<file path="src/psq_pkg.sv">
// shared types, constants and helpers of the polyline stroke quad unit
`timescale 1ns / 1ps

package psq_pkg;

    // field widths
    localparam int PT_W       = 16;   // point and vertex coordinate, signed Q12.4
    localparam int W_W        = 12;   // stroke width, unsigned Q8.4
    localparam int COL_W      = 32;   // rgba color
    localparam int EI_OUT_W   = 16;   // edge index field on the output
    localparam int EDGE_INDEX_BITS = 16;  // width of the running edge counter

    // offset datapath widths
    localparam int MAG_W  = 16;       // |dx|, |dy|
    localparam int PROD_W = 32;       // 16 x 16 product
    localparam int SQ_W   = 33;       // dx*dx + dy*dy
    localparam int NUM_W  = 28;       // |d| * width
    localparam int ROOT_W = 25;       // length in 1/256 units
    localparam int RAD_W  = 50;       // radicand, squared length shifted by 16
    localparam int REM_W  = 27;       // square root partial remainder
    localparam int Q_W    = 12;       // offset magnitude
    localparam int OFF_W  = 13;       // signed offset
    localparam int CS_W   = 37;       // shared compare-subtract width
    localparam int CNT_W  = 5;        // iteration counter

    // stream and configuration widths
    localparam int IN_TDATA_W  = 32;
    localparam int OUT_TDATA_W = 88;
    localparam int CFG_IDX_W   = 2;
    localparam int CFG_DATA_W  = 32;

    // register indexes
    localparam logic [CFG_IDX_W-1:0] REG_STROKE_WIDTH = 2'd0;
    localparam logic [CFG_IDX_W-1:0] REG_CLOSED_PATH  = 2'd1;
    localparam logic [CFG_IDX_W-1:0] REG_STROKE_COLOR = 2'd2;

    // register reset values
    localparam logic [W_W-1:0]   RST_STROKE_WIDTH = 12'd16;
    localparam logic             RST_CLOSED_PATH  = 1'b0;
    localparam logic [COL_W-1:0] RST_STROKE_COLOR = 32'hFFFF_FFFF;

    // quad corner codes
    localparam logic [1:0] CORNER_0 = 2'd0;
    localparam logic [1:0] CORNER_1 = 2'd1;
    localparam logic [1:0] CORNER_2 = 2'd2;
    localparam logic [1:0] CORNER_3 = 2'd3;

    // edge request from the point control to the offset engine
    typedef struct packed {
        logic signed [PT_W-1:0] x1;
        logic signed [PT_W-1:0] y1;
        logic signed [PT_W-1:0] x2;
        logic signed [PT_W-1:0] y2;
        logic [W_W-1:0]         width;
    } t_edge_req;

    // offset engine result, valid on the done beat and held afterwards
    typedef struct packed {
        logic                    done;
        logic signed [OFF_W-1:0] ox;
        logic signed [OFF_W-1:0] oy;
    } t_edge_rsp;

    // clamp a 17-bit sum to the 16-bit coordinate range
    function automatic logic signed [PT_W-1:0] sat16(input logic signed [PT_W:0] v);
        logic signed [PT_W-1:0] res;
        if (v[PT_W] != v[PT_W-1]) begin
            res = v[PT_W] ? {1'b1, {(PT_W-1){1'b0}}} : {1'b0, {(PT_W-1){1'b1}}};
        end else begin
            res = v[PT_W-1:0];
        end
        return res;
    endfunction

endpackage

</file>
<file path="src/psq_cmpsub.sv">
// shared compare-subtract unit used by the square root and the divider
`timescale 1ns / 1ps

module psq_cmpsub (
    input  logic [psq_pkg::CS_W-1:0] i_a,
    input  logic [psq_pkg::CS_W-1:0] i_b,
    output logic                     o_ge,
    output logic [psq_pkg::CS_W-1:0] o_diff
);

    logic [psq_pkg::CS_W:0] w_sub;

    // one wide subtract, borrow gives the compare
    assign w_sub  = {1'b0, i_a} - {1'b0, i_b};
    assign o_ge   = ~w_sub[psq_pkg::CS_W];
    assign o_diff = w_sub[psq_pkg::CS_W-1:0];

endmodule

</file>
<file path="src/psq_edge.sv">
// per-edge offset engine: squares, digit-by-digit square root, restoring divide
`timescale 1ns / 1ps

module psq_edge (
    input  logic               i_clk,
    input  logic               i_rst_n,
    input  logic               i_start,
    input  psq_pkg::t_edge_req i_req,
    output psq_pkg::t_edge_rsp o_rsp
);

    typedef enum logic [2:0] {
        E_IDLE,
        E_MUL,
        E_SQRT,
        E_PREP,
        E_DIV,
        E_DONE
    } t_estate;

    t_estate r_state;

    logic [psq_pkg::MAG_W-1:0]  r_ax, r_ay;
    logic                       r_sx, r_sy;
    logic [psq_pkg::W_W-1:0]    r_w;
    logic [1:0]                 r_mstep;
    logic [psq_pkg::SQ_W-1:0]   r_acc;
    logic [psq_pkg::NUM_W-1:0]  r_numx, r_numy;
    logic [psq_pkg::RAD_W-1:0]  r_rad;
    logic [psq_pkg::REM_W-1:0]  r_rem;
    logic [psq_pkg::ROOT_W-1:0] r_root;
    logic [psq_pkg::CNT_W-1:0]  r_cnt;
    logic                       r_sel;
    logic [psq_pkg::CS_W-1:0]   r_num, r_dsh;
    logic [psq_pkg::Q_W-1:0]    r_q;
    logic signed [psq_pkg::OFF_W-1:0] r_ox, r_oy;
    logic                       r_done;

    logic signed [psq_pkg::PT_W:0]   n_dx, n_dy;
    logic [psq_pkg::MAG_W-1:0]       n_ax, n_ay;
    logic [psq_pkg::MAG_W-1:0]       w_mul_a, w_mul_b;
    logic [psq_pkg::PROD_W-1:0]      w_prod;
    logic [psq_pkg::REM_W+1:0]       w_rem_sh, w_trial;
    logic [psq_pkg::CS_W-1:0]        w_cs_a, w_cs_b, w_cs_diff;
    logic                            w_cs_ge;
    logic [psq_pkg::Q_W-1:0]         n_q;
    logic signed [psq_pkg::OFF_W-1:0] n_off;
    logic [psq_pkg::NUM_W-1:0]       w_num_sel;

    // edge vector and magnitudes at start
    assign n_dx = {i_req.x2[psq_pkg::PT_W-1], i_req.x2} - {i_req.x1[psq_pkg::PT_W-1], i_req.x1};
    assign n_dy = {i_req.y2[psq_pkg::PT_W-1], i_req.y2} - {i_req.y1[psq_pkg::PT_W-1], i_req.y1};
    assign n_ax = n_dx[psq_pkg::PT_W] ? psq_pkg::MAG_W'(-n_dx) : n_dx[psq_pkg::MAG_W-1:0];
    assign n_ay = n_dy[psq_pkg::PT_W] ? psq_pkg::MAG_W'(-n_dy) : n_dy[psq_pkg::MAG_W-1:0];

    // shared multiplier: ax*ax, ay*ay, ax*w, ay*w
    assign w_mul_a = r_mstep[0] ? r_ay : r_ax;
    assign w_mul_b = r_mstep[1] ? psq_pkg::MAG_W'(r_w) : w_mul_a;
    assign w_prod  = w_mul_a * w_mul_b;

    // square root step operands
    assign w_rem_sh = {r_rem, r_rad[psq_pkg::RAD_W-1 -: 2]};
    assign w_trial  = {2'b00, r_root, 2'b01};

    // compare-subtract operand select
    always_comb begin
        if (r_state == E_SQRT) begin
            w_cs_a = psq_pkg::CS_W'(w_rem_sh);
            w_cs_b = psq_pkg::CS_W'(w_trial);
        end else begin
            w_cs_a = r_num;
            w_cs_b = r_dsh;
        end
    end

    psq_cmpsub u_cmpsub (
        .i_a    (w_cs_a),
        .i_b    (w_cs_b),
        .o_ge   (w_cs_ge),
        .o_diff (w_cs_diff)
    );

    // quotient, signed offset and numerator select
    assign n_q       = {r_q[psq_pkg::Q_W-2:0], w_cs_ge};
    assign n_off     = (r_sel ? r_sy : r_sx) ? -psq_pkg::OFF_W'({1'b0, n_q})
                                             :  psq_pkg::OFF_W'({1'b0, n_q});
    assign w_num_sel = r_sel ? r_numy : r_numx;

    // sequencer
    always_ff @(posedge i_clk) begin
        if (!i_rst_n) begin
            r_state <= E_IDLE;
            r_done  <= 1'b0;
        end else begin
            r_done <= 1'b0;
            unique case (r_state)
                E_IDLE: begin
                    if (i_start) begin
                        r_ax    <= n_ax;
                        r_ay    <= n_ay;
                        r_sx    <= n_dx[psq_pkg::PT_W];
                        r_sy    <= n_dy[psq_pkg::PT_W];
                        r_w     <= i_req.width;
                        r_mstep <= 2'd0;
                        r_state <= E_MUL;
                    end
                end
                E_MUL: begin
                    r_mstep <= r_mstep + 2'd1;
                    unique case (r_mstep)
                        2'd0: r_acc  <= psq_pkg::SQ_W'(w_prod);
                        2'd1: r_acc  <= r_acc + psq_pkg::SQ_W'(w_prod);
                        2'd2: r_numx <= psq_pkg::NUM_W'(w_prod);
                        2'd3: begin
                            r_numy <= psq_pkg::NUM_W'(w_prod);
                            if (r_acc == '0) begin
                                // zero-length edge gets no offset
                                r_ox    <= '0;
                                r_oy    <= '0;
                                r_state <= E_DONE;
                            end else begin
                                r_rad   <= {1'b0, r_acc, 16'd0};
                                r_rem   <= '0;
                                r_root  <= '0;
                                r_cnt   <= psq_pkg::CNT_W'(psq_pkg::ROOT_W - 1);
                                r_state <= E_SQRT;
                            end
                        end
                        default: r_state <= E_IDLE;
                    endcase
                end
                E_SQRT: begin
                    r_rad <= {r_rad[psq_pkg::RAD_W-3:0], 2'b00};
                    if (w_cs_ge) begin
                        r_rem  <= w_cs_diff[psq_pkg::REM_W-1:0];
                        r_root <= {r_root[psq_pkg::ROOT_W-2:0], 1'b1};
                    end else begin
                        r_rem  <= w_rem_sh[psq_pkg::REM_W-1:0];
                        r_root <= {r_root[psq_pkg::ROOT_W-2:0], 1'b0};
                    end
                    if (r_cnt == '0) begin
                        r_sel   <= 1'b0;
                        r_state <= E_PREP;
                    end else begin
                        r_cnt <= r_cnt - 1'b1;
                    end
                end
                E_PREP: begin
                    // numerator |d|*w*256 + L8 for rounding, divisor 2*L8 aligned up
                    r_num   <= psq_pkg::CS_W'({w_num_sel, 8'd0}) + psq_pkg::CS_W'(r_root);
                    r_dsh   <= {r_root, {psq_pkg::Q_W{1'b0}}};
                    r_q     <= '0;
                    r_cnt   <= psq_pkg::CNT_W'(psq_pkg::Q_W - 1);
                    r_state <= E_DIV;
                end
                E_DIV: begin
                    if (w_cs_ge) begin
                        r_num <= w_cs_diff;
                    end
                    r_q   <= n_q;
                    r_dsh <= r_dsh >> 1;
                    if (r_cnt == '0) begin
                        if (!r_sel) begin
                            r_ox    <= n_off;
                            r_sel   <= 1'b1;
                            r_state <= E_PREP;
                        end else begin
                            r_oy    <= n_off;
                            r_state <= E_DONE;
                        end
                    end else begin
                        r_cnt <= r_cnt - 1'b1;
                    end
                end
                E_DONE: begin
                    r_done  <= 1'b1;
                    r_state <= E_IDLE;
                end
                default: r_state <= E_IDLE;
            endcase
        end
    end

    assign o_rsp.done = r_done;
    assign o_rsp.ox   = r_ox;
    assign o_rsp.oy   = r_oy;

    // offsets never exceed half the widest stroke
    a_off_bound: assert property (@(posedge i_clk) disable iff (!i_rst_n)
        r_done |-> (r_ox <= 13'sd2048) && (r_ox >= -13'sd2048)
                && (r_oy <= 13'sd2048) && (r_oy >= -13'sd2048))
        else $error("offset out of range");

    // restoring divide keeps the remainder below twice the shifted divisor
    a_div_rem: assert property (@(posedge i_clk) disable iff (!i_rst_n)
        (r_state == E_DIV) |-> ({1'b0, r_num} < {r_dsh, 1'b0}))
        else $error("divide remainder too large");

endmodule

</file>
<file path="src/polyline_stroke_quads_unit.sv">
// top level: point stream in, stroke quad corner vertices out
`timescale 1ns / 1ps

// Takes polyline points (signed Q12.4) one beat at a time and emits, for each
// edge, the four corners of a quad offset by half the stroke width along the
// edge normal, in corner order 0..3 (triangles 0,1,2 and 0,2,3). The first
// point of a polyline emits nothing; a point with tlast ends the polyline and,
// with closed_path set, also emits the closing edge back to the first point.
// tlast on the output marks the last vertex caused by an input beat. Every
// edge runs through one shared multiplier and one compare-subtract unit,
// 4 multiply steps, 25 square-root steps and two 12-step divides, then 4
// output beats, which wait while the output stalls. The input is not ready
// while an edge is in flight.
// Configuration writes are accepted at any time and should be made while idle.

module polyline_stroke_quads_unit (
    input  logic                                i_clk,
    input  logic                                i_rst_n,
    // point input; tdata: point_x[15:0], point_y[31:16]; tlast: last_point
    input  logic                                i_s_tvalid,
    output logic                                o_s_tready,
    input  logic [psq_pkg::IN_TDATA_W-1:0]      i_s_tdata,
    input  logic                                i_s_tlast,
    // vertex output; tdata: vertex_x[15:0], vertex_y[31:16], vertex_color[63:32],
    // corner[65:64], edge_index[81:66], zero[87:82]; tlast: last_of_run
    output logic                                o_m_tvalid,
    input  logic                                i_m_tready,
    output logic [psq_pkg::OUT_TDATA_W-1:0]     o_m_tdata,
    output logic                                o_m_tlast,
    // register writes
    input  logic                                i_cfg_valid,
    output logic                                o_cfg_ready,
    input  logic [psq_pkg::CFG_IDX_W-1:0]       i_cfg_index,
    input  logic [psq_pkg::CFG_DATA_W-1:0]      i_cfg_data
);

    localparam int EIB = psq_pkg::EDGE_INDEX_BITS;

    typedef enum logic [1:0] {
        ST_IDLE,
        ST_START,
        ST_WAIT,
        ST_EMIT
    } t_state;

    t_state r_state;

    logic [psq_pkg::W_W-1:0]          r_width;
    logic                             r_closed;
    logic [psq_pkg::COL_W-1:0]        r_color;
    logic signed [psq_pkg::PT_W-1:0]  r_first_x, r_first_y, r_prev_x, r_prev_y;
    logic                             r_have_pt;
    logic [EIB-1:0]                   r_edge_cnt;
    logic signed [psq_pkg::PT_W-1:0]  r_ex1, r_ey1, r_ex2, r_ey2;
    logic                             r_close_pend;
    logic [1:0]                       r_corner;
    logic                             r_m_valid;
    logic signed [psq_pkg::PT_W-1:0]  r_vx, r_vy;
    logic [psq_pkg::COL_W-1:0]        r_vcolor;
    logic [1:0]                       r_vcorner;
    logic [psq_pkg::EI_OUT_W-1:0]     r_vedge;
    logic                             r_vlast;

    psq_pkg::t_edge_req               w_req;
    psq_pkg::t_edge_rsp               w_rsp;
    logic                             w_in_acc, w_load, w_first_end;
    logic signed [psq_pkg::PT_W-1:0]  w_in_x, w_in_y, w_px, w_py;
    logic signed [psq_pkg::PT_W:0]    w_offx, w_offy, w_ox, w_oy, w_sx, w_sy;

    assign o_cfg_ready = 1'b1;
    assign o_s_tready  = (r_state == ST_IDLE);
    assign w_in_acc    = i_s_tvalid && o_s_tready;
    assign w_in_x      = i_s_tdata[15:0];
    assign w_in_y      = i_s_tdata[31:16];
    assign w_load      = (r_state == ST_EMIT) && (!r_m_valid || i_m_tready);

    // offset engine
    assign w_req.x1    = r_ex1;
    assign w_req.y1    = r_ey1;
    assign w_req.x2    = r_ex2;
    assign w_req.y2    = r_ey2;
    assign w_req.width = r_width;

    psq_edge u_edge (
        .i_clk   (i_clk),
        .i_rst_n (i_rst_n),
        .i_start (r_state == ST_START),
        .i_req   (w_req),
        .o_rsp   (w_rsp)
    );

    // corner position: start point for corners 0 and 3, end point for 1 and 2
    assign w_first_end = (r_corner == psq_pkg::CORNER_0) || (r_corner == psq_pkg::CORNER_3);
    assign w_px = w_first_end ? r_ex1 : r_ex2;
    assign w_py = w_first_end ? r_ey1 : r_ey2;
    assign w_ox = {{(psq_pkg::PT_W + 1 - psq_pkg::OFF_W){w_rsp.ox[psq_pkg::OFF_W-1]}}, w_rsp.ox};
    assign w_oy = {{(psq_pkg::PT_W + 1 - psq_pkg::OFF_W){w_rsp.oy[psq_pkg::OFF_W-1]}}, w_rsp.oy};

    // left side (+oy, -ox) for corners 0 and 1, right side for 2 and 3
    always_comb begin
        if ((r_corner == psq_pkg::CORNER_0) || (r_corner == psq_pkg::CORNER_1)) begin
            w_offx = w_oy;
            w_offy = -w_ox;
        end else begin
            w_offx = -w_oy;
            w_offy = w_ox;
        end
    end

    assign w_sx = {w_px[psq_pkg::PT_W-1], w_px} + w_offx;
    assign w_sy = {w_py[psq_pkg::PT_W-1], w_py} + w_offy;

    // control, point state, registers and output stage
    always_ff @(posedge i_clk) begin
        if (!i_rst_n) begin
            r_state      <= ST_IDLE;
            r_width      <= psq_pkg::RST_STROKE_WIDTH;
            r_closed     <= psq_pkg::RST_CLOSED_PATH;
            r_color      <= psq_pkg::RST_STROKE_COLOR;
            r_first_x    <= '0;
            r_first_y    <= '0;
            r_prev_x     <= '0;
            r_prev_y     <= '0;
            r_have_pt    <= 1'b0;
            r_edge_cnt   <= '0;
            r_close_pend <= 1'b0;
            r_corner     <= psq_pkg::CORNER_0;
            r_m_valid    <= 1'b0;
        end else begin
            // register writes, unknown index ignored
            if (i_cfg_valid && o_cfg_ready) begin
                unique case (i_cfg_index)
                    psq_pkg::REG_STROKE_WIDTH: r_width  <= i_cfg_data[psq_pkg::W_W-1:0];
                    psq_pkg::REG_CLOSED_PATH:  r_closed <= i_cfg_data[0];
                    psq_pkg::REG_STROKE_COLOR: r_color  <= i_cfg_data;
                    default: ;
                endcase
            end

            // output register
            if (w_load) begin
                r_m_valid <= 1'b1;
                r_vx      <= psq_pkg::sat16(w_sx);
                r_vy      <= psq_pkg::sat16(w_sy);
                r_vcolor  <= r_color;
                r_vcorner <= r_corner;
                r_vedge   <= psq_pkg::EI_OUT_W'(r_edge_cnt);
                r_vlast   <= (r_corner == psq_pkg::CORNER_3) && !r_close_pend;
            end else if (i_m_tready) begin
                r_m_valid <= 1'b0;
            end

            unique case (r_state)
                ST_IDLE: begin
                    if (w_in_acc) begin
                        r_prev_x <= w_in_x;
                        r_prev_y <= w_in_y;
                        if (!r_have_pt) begin
                            // first point of a polyline
                            r_first_x <= w_in_x;
                            r_first_y <= w_in_y;
                            r_have_pt <= !i_s_tlast;
                        end else begin
                            r_ex1        <= r_prev_x;
                            r_ey1        <= r_prev_y;
                            r_ex2        <= w_in_x;
                            r_ey2        <= w_in_y;
                            r_close_pend <= i_s_tlast && r_closed;
                            r_have_pt    <= !i_s_tlast;
                            r_state      <= ST_START;
                        end
                    end
                end
                ST_START: begin
                    r_state <= ST_WAIT;
                end
                ST_WAIT: begin
                    if (w_rsp.done) begin
                        r_corner <= psq_pkg::CORNER_0;
                        r_state  <= ST_EMIT;
                    end
                end
                ST_EMIT: begin
                    if (w_load) begin
                        r_corner <= r_corner + 2'd1;
                        if (r_corner == psq_pkg::CORNER_3) begin
                            r_edge_cnt <= r_edge_cnt + EIB'(1);
                            if (r_close_pend) begin
                                // closing edge from the last point back to the first
                                r_close_pend <= 1'b0;
                                r_ex1        <= r_ex2;
                                r_ey1        <= r_ey2;
                                r_ex2        <= r_first_x;
                                r_ey2        <= r_first_y;
                                r_state      <= ST_START;
                            end else begin
                                r_state <= ST_IDLE;
                            end
                        end
                    end
                end
                default: r_state <= ST_IDLE;
            endcase
        end
    end

    assign o_m_tvalid = r_m_valid;
    assign o_m_tlast  = r_vlast;
    assign o_m_tdata  = {6'd0, r_vedge, r_vcorner, r_vcolor, r_vy, r_vx};

    // the engine only finishes while an edge is being waited on
    a_done_in_wait: assert property (@(posedge i_clk) disable iff (!i_rst_n)
        w_rsp.done |-> (r_state == ST_WAIT))
        else $error("edge result outside wait state");

    // end of run only ever falls on the fourth corner
    a_last_corner: assert property (@(posedge i_clk) disable iff (!i_rst_n)
        (o_m_tvalid && o_m_tlast) |-> (r_vcorner == psq_pkg::CORNER_3))
        else $error("tlast on a corner other than the last");

    // edge counter steps once per finished quad
    a_edge_step: assert property (@(posedge i_clk) disable iff (!i_rst_n)
        (w_load && (r_corner == psq_pkg::CORNER_3))
            |=> (r_edge_cnt == $past(r_edge_cnt) + EIB'(1)))
        else $error("edge counter did not advance");

endmodule
</file>
<file path="config.mk">
export PLATFORM = sky130hd
export DESIGN_NAME = polyline_stroke_quads_unit
export DESIGN_NICKNAME = d
export VERILOG_FILES = /design/src/psq_pkg.sv /design/src/psq_cmpsub.sv /design/src/psq_edge.sv /design/src/polyline_stroke_quads_unit.sv
export SDC_FILE = /design/constraint.sdc
export NUM_CORES = 2
export LEC_CHECK = 0
export ABC_AREA = 1
export BUFFER_PORTS_ARGS = -buffer_cell sky130_fd_sc_hd__buf_2
export CAP_MARGIN = 20
export CORE_AREA = 2 2 425 216
export CTS_BUF_LIST = sky130_fd_sc_hd__clkbuf_16
export CTS_CLUSTER_DIAMETER = 120
export DETAILED_ROUTE_END_ITERATION = 7
export DIE_AREA = 0 0 427 218
export GPL_ROUTABILITY_DRIVEN = 0
export PLACE_DENSITY = 0.66
export SLEW_MARGIN = 20
export SYNTH_ARGS = -nofsm -noshare
export SYNTH_HDL_FRONTEND = slang
export SYNTH_SLANG_ARGS = --single-unit
</file>
<file path="constraint.sdc">
create_clock -name i_clk -period 15.6 [get_ports i_clk]
set_clock_uncertainty 0.05 [all_clocks]
set_input_delay 3.12 -clock i_clk [delete_from_list [all_inputs] [get_ports i_clk]]
set_output_delay 3.12 -clock i_clk [all_outputs]
set_load 0.03 [all_outputs]
</file>
# Yosys cells after proc, flatten, opt, wreduce, memory -nomap -nowiden
# Cells that the tools add are included.
# op_classes
n_addsub	16
multipliers	1
n_eq_ne	33
mux	99
bitwise	2
reduce_logical	52
# ops
cell	n
$mux 16	30
$pmux 37 s2	2
$pmux 16 s2	4
$mux 37	3
$mux 50	2
$pmux 50 s2	1
$mux 13	7
$mux 27	3
$pmux 33 s2	1
$pmux 27 s2	1
$pmux 13 s2	2
$mux 25	2
$pmux 25 s2	1
$sub 37x37->38	1
$add 36x25->37	1
$add 17x17->17	2
$mux 17	2
$neg 13->17	2
$sub 16x16->17	2
$add 33x32->33	1
$logic_not 33->1	1
$mul 16x16->32	1
$neg 16->16	2
$mux 28	1
other kinds (38)	128
# word_totals
reg_bits	639
in_bits	72

# Logic depth before layout (Yosys ltp)
# logic_depth
word_depth	9
mapped_depth	43
mapped_depth_nobuf	41

# By module
# A second synthesis with hierarchy kept.
# hier_totals
cells_unflattened	5616
hier_area_um2	45184.6
# modules_own_cells
mod	instances	cells_each	area_per_inst_um2	seq_area_each_um2
psq_edge	1	3489	28995.3	10289.9
polyline_stroke_quads_unit	1	1550	13351.6	7056.8
psq_cmpsub	1	577	2837.7	0.0

# Least setup slack after synthesis
# OpenSTA, ideal clock, no wires.
# synth_path
path_type	input -> register
startpoint	input port i_rst_n
endpoint	register u_edge.r_ax[0] in the netlist's numbering, enable pin
t_arrival_ns	7.855
t_required_ns	14.986
slack_ns	7.132
stages	3
path_buffers	1
cell_sequence	inv_2 -> clkbuf_1 -> nor4_1
# synth_via
elab_chain_cells	1
# synth_lines
element	line	rtl
from (decl)	polyline_stroke_quads_unit.sv:18	input logic i_rst_n,
$reduce_and 3->1 (no line)	--	
to (signal assigned)	psq_edge.sv:99	r_ax <= n_ax;
to (decl)	psq_edge.sv:23	logic [psq_pkg::MAG_W-1:0] r_ax, r_ay;
# No other way between the ends.
# A chain may end at the register's enable or synchronous reset.

# Worst setup path after layout
# layout_path
startpoint	register u_edge.r_mstep[0]
endpoint	register u_edge.r_acc[17] in the netlist's numbering, data pin
# layout_via
elab_chain_cells	5
word_cells_on_any_way	7
cone_classes	add/sub: 1; mul: 1; eq/ne: 1; mux: 3; reduce/logical: 1
# layout_lines
element	line	rtl
from (decl)	psq_edge.sv:26	logic [1:0] r_mstep;
from (signal assigned)	psq_edge.sv:109	r_mstep <= r_mstep + 2'd1;
$mux 16 *	psq_edge.sv:57	assign w_mul_a = r_mstep[0] ? r_ay : r_ax;
$mux 16	psq_edge.sv:58	assign w_mul_b = r_mstep[1] ? psq_pkg::MAG_W'(r_w) : w_mul_a;
$mul 16x16->32 *	psq_edge.sv:59	assign w_prod = w_mul_a * w_mul_b;
named net u_edge.w_prod (one bit)	psq_edge.sv:42	logic [psq_pkg::PROD_W-1:0] w_prod;
$add 33x32->33 *	psq_edge.sv:112	2'd1: r_acc <= r_acc + psq_pkg::SQ_W'(w_prod);
$pmux 33 s2 *	psq_edge.sv:110	unique case (r_mstep)
to (signal assigned)	psq_edge.sv:111	2'd0: r_acc <= psq_pkg::SQ_W'(w_prod);
to (signal assigned)	psq_edge.sv:112	
to (decl)	psq_edge.sv:27	logic [psq_pkg::SQ_W-1:0] r_acc;
# Mark *: on every way through the listed nets, which the timed path passes. The rest lies on a longest branch.

==> results.txt <==
* TritonCTS Sinks: approximately 620
- The core region is 89,600 sq um.
- Fin worst setup slack: approximately 5.7 ns
* Commonest non-fill, non-tap cells in the layout: nand2_1 (1,648), inv_1 (738), nor2_1 (503)
- Summed over all failing endpoints, the final setup total negative slack is 0 ns.
- Wire length of the first global-routing pass: just over 200,000 microns
* Total iterations of the first detailed-routing run: 6
- After clock tree synthesis, the clock-pin slew on the worst setup and hold paths is approximately 0.070 ns.
- Synthesis produced 5,496 cells.
* Highest fanout seen on the critical path: 20
- Insertion delay of the later-clocked pin in the worst-skew pair: between 0.6 and 0.7 ns
* CTS tree: yes
- In this run the horizontal extent of the chip is 427 microns.
- Buffers placed on the I/O ports in this run total 156.
* Max Buffers Root-to-Sink: 3
- Setup violations remaining at the end of the flow were counted as 0.
- For the pin with the worst max-slew slack, the measured transition is roughly 1.5 ns.
- Number of unique standard cell types used by synthesis: 64
- Nets: around 6,000
- Stage delay of the slowest cell on the critical path: 0.84 ns
* Maximum level of the CTS H-tree: 2
- The slowest stage of the critical path belongs to the cell xnor2_1.
* Die height: 218 microns
- Register area share after synthesis: about two fifths
- The critical path crosses 30 cells after its start point.
- Maximum number of pins on one net before global-route repair: 100
- Pins Over Slew Limit: 0
- Clock buffers created by TritonCTS: just under 60
- Dividing the synthesized area by the synthesized cell count gives between 8 and 9 sq um.
* Number of global-route vias before repair: 35,000
- Post-CTS repair timing setup buffer count: 0
- Number of cell instances on the worst register-to-register path: 30
- The setup check on the worst reg-to-reg path leaves a slack of roughly 5.7 ns.
- Before CTS, the worst setup slack after placement is between 6 and 7 ns.
- Total Die Area: 93,100 sq um
- In this run the cell area of the synthesized design comes to roughly 44,000 sq um.
- Primary FF master, synth: edfxtp_1
* Worst setup SP type: flop
- The detailed router finished its first iteration with approximately 4,900 violations.
- The final route contains 37,800 vias.
* MaxCap Viol Count: 0
- Classification of the worst setup path: flop to flop
- After detailed routing, the number of remaining DRC violations is 0.
* Final Routed Wirelength: approximately 130,000 microns
- For the worst setup path, the data arrival time is around 10 ns.
* Number of routed nets with antenna violations: 0
- The run finished with clean final reports.
- Post-synthesis to final-layout area growth: 8.61%
* Source of the worst register-to-register timing path: u_edge.r_mstep[0]$_SDFFCE_PP0P_
- Highest clock frequency the design can meet: 101 MHz
- The post-route netlist has under 10% of its cells at a drive strength greater than 1.
- Crit path launch: u_edge.r_mstep[0]$_SDFFCE_PP0P_
- The cell sitting at the root of the clock tree is a clkbuf_16.
- Most common cell after layout, fill and taps aside: nand2_1
- Across the whole layout, storage elements account for approximately 17,000 sq um.
* FF+latch count, synth: about 620
* Share of flip-flops with an asynchronous set or reset after synthesis: 0%
- Worst hold-check path type: flop to flop
- Headroom to the max-slew limit came out at under 10%.
- Setup repair after global routing left no endpoint under its margin.
* Post-layout min period: between 9 and 10 ns
- ~160 I/O pins were placed.
- STA classifies the critical path endpoint as a flop.
* Number of rows created at floorplan: 78
* Number of synthesis warnings: 0
* Total global routing track utilization: 28.9%
- Part of the cycle the worst path needs: a little under two thirds
- Gates resized during post-CTS repair numbered 0.
* CP Buf/Inv Count: 6
- Capture instance of the worst register-to-register path: u_edge.r_acc[17]$_DFFE_PP_
* Routed length per instance: 19.6 microns
- Placed wire-length estimate after detailed placement: between 100,000 and 150,000 microns
- Number of buffers inserted by hold repair at cts: 0
* Number of antenna violations at the first check in global routing: 2
- Critical path required time: 15.93 ns
- Number of enable-type register cells in the synthesized netlist: between 400 and 500
- Using the TritonRoute via totals, the vias-per-cell ratio works out to ~5.5.
- Hold Violations, Final: 0
- Broken down by cell family, the worst path's largest delay share belongs to adder cells.
* Multi-input combinational cell area: between 20,000 and 25,000 sq um
* Gr ovfl total: 0
- The initial utilization of the core area, before any placement, comes to between 40 and 50%.
- Worst path most repeated cell: fa_1
- Number of fill cells in the layout: 8,436
* Capturing element of the worst setup path: u_edge.r_acc[17]$_DFFE_PP_
[state kept, by name (all words and copies together), names as in the netlist, 25 cells and up]
name           count
u_edge.r_dsh      37
u_edge.r_num      37
u_edge.r_rad      34
u_edge.r_acc      33
r_color           32
r_vcolor          32
u_edge.r_numx     28
u_edge.r_numy     28
u_edge.r_rem      27
u_edge.r_root     25
[worst min path at each step]
stage                             startpoint                       end  depth (start not counted)
floorplan            r_width[0]$_SDFFE_PN0P_   u_edge.r_w[0]$_DFFE_PP_                          0
global placement     r_width[0]$_SDFFE_PN0P_   u_edge.r_w[0]$_DFFE_PP_                          0
detailed placement   r_width[7]$_SDFFE_PN0P_   u_edge.r_w[7]$_DFFE_PP_                          0
CTS                 r_width[11]$_SDFFE_PN0P_  u_edge.r_w[11]$_DFFE_PP_                          0
global route         r_width[7]$_SDFFE_PN0P_   u_edge.r_w[7]$_DFFE_PP_                          0
finish               r_width[7]$_SDFFE_PN0P_   u_edge.r_w[7]$_DFFE_PP_                          0
[routing by layer]
layer | global-route usage (%) | wire length [microns]
met1 | 45.3 | 63900
met2 | 33.6 | 45300
met3 | 15.7 | 23000
met4 | 4.23 | 1820
met5 | 2.55 | 364
[cell type report]
| type | count | area share, % |
|---|---|---|
| Inverter | 742 | 5.78 |
| Multi-Input combinational cell | 3981 | 49.1 |
| Tap cell | 1200 | 3.11 |
| Clock buffer | 61 | 3.16 |
| Antenna cell | 1 | 0.00519 |
| Sequential cell | 623 | 36.0 |
| Clock inverter | 44 | 0.700 |
| Timing Repair Buffer | 192 | 2.23 |
[worst register-to-register path, delay by kind of cell, from the launching register on]
family / cells / cell delay, ns
buf+inv: 6 / 1.04
xor+xnor: 1 / 0.84
compound gates: 7 / 1.97
simple gates: 8 / 1.34
fa+ha+maj: 8 / 3.66
flops: 1 / 0.75
[stage by stage]
stage / cell area (sq um) / utilization [%] / instances / hold WS [ns]
detailed placement: 46400 / 51.7 / 6737 / 0.361
global placement: 46300 / 51.7 / 6736 / 0.361
CTS: 48200 / 53.8 / 6842 / 0.378
global route: 48200 / 53.8 / 6843 / 0.382
finish: 48200 / 53.8 / 6844 / 0.377
floorplan: 44400 / - / 5501 / 0.353
[Yosys cell counts (all sizes together), types with 11 or more instances]
cell type | count | area [sq um]
o21ai | 292 | 1510
clkbuf | 91 | 342
a22oi | 13 | 108
buf | 64 | 390
a21o | 20 | 150
nand3b | 17 | 128
dfxtp | 136 | 2720
xnor2 | 58 | 508
or2 | 36 | 225
nor3 | 56 | 285
inv | 739 | 2770
ha | 276 | 3450
o21a | 11 | 82.6
nor4 | 19 | 119
nand3 | 228 | 1170
xor2 | 81 | 717
a21oi | 331 | 1700
nand2 | 1669 | 6330
nor2 | 522 | 2000
fa | 201 | 4020
a31oi | 14 | 87.6
edfxtp | 487 | 14600
o21bai | 37 | 278
nand4 | 48 | 322
[cells by family after synthesis]
kind of cell	count (synthesis)	share of synthesized area, %
simple gates	2612	24.1
buf+inv	897	7.92
compound gates	744	9.27
flops	623	39.1
fa+ha+maj	477	16.8
xor+xnor	139	2.76
other cells	2	0.0169
mux	2	0.0451
Power is not shown: default switching activity piles up to over one toggle a cycle in this logic, so the estimate is an artifact.
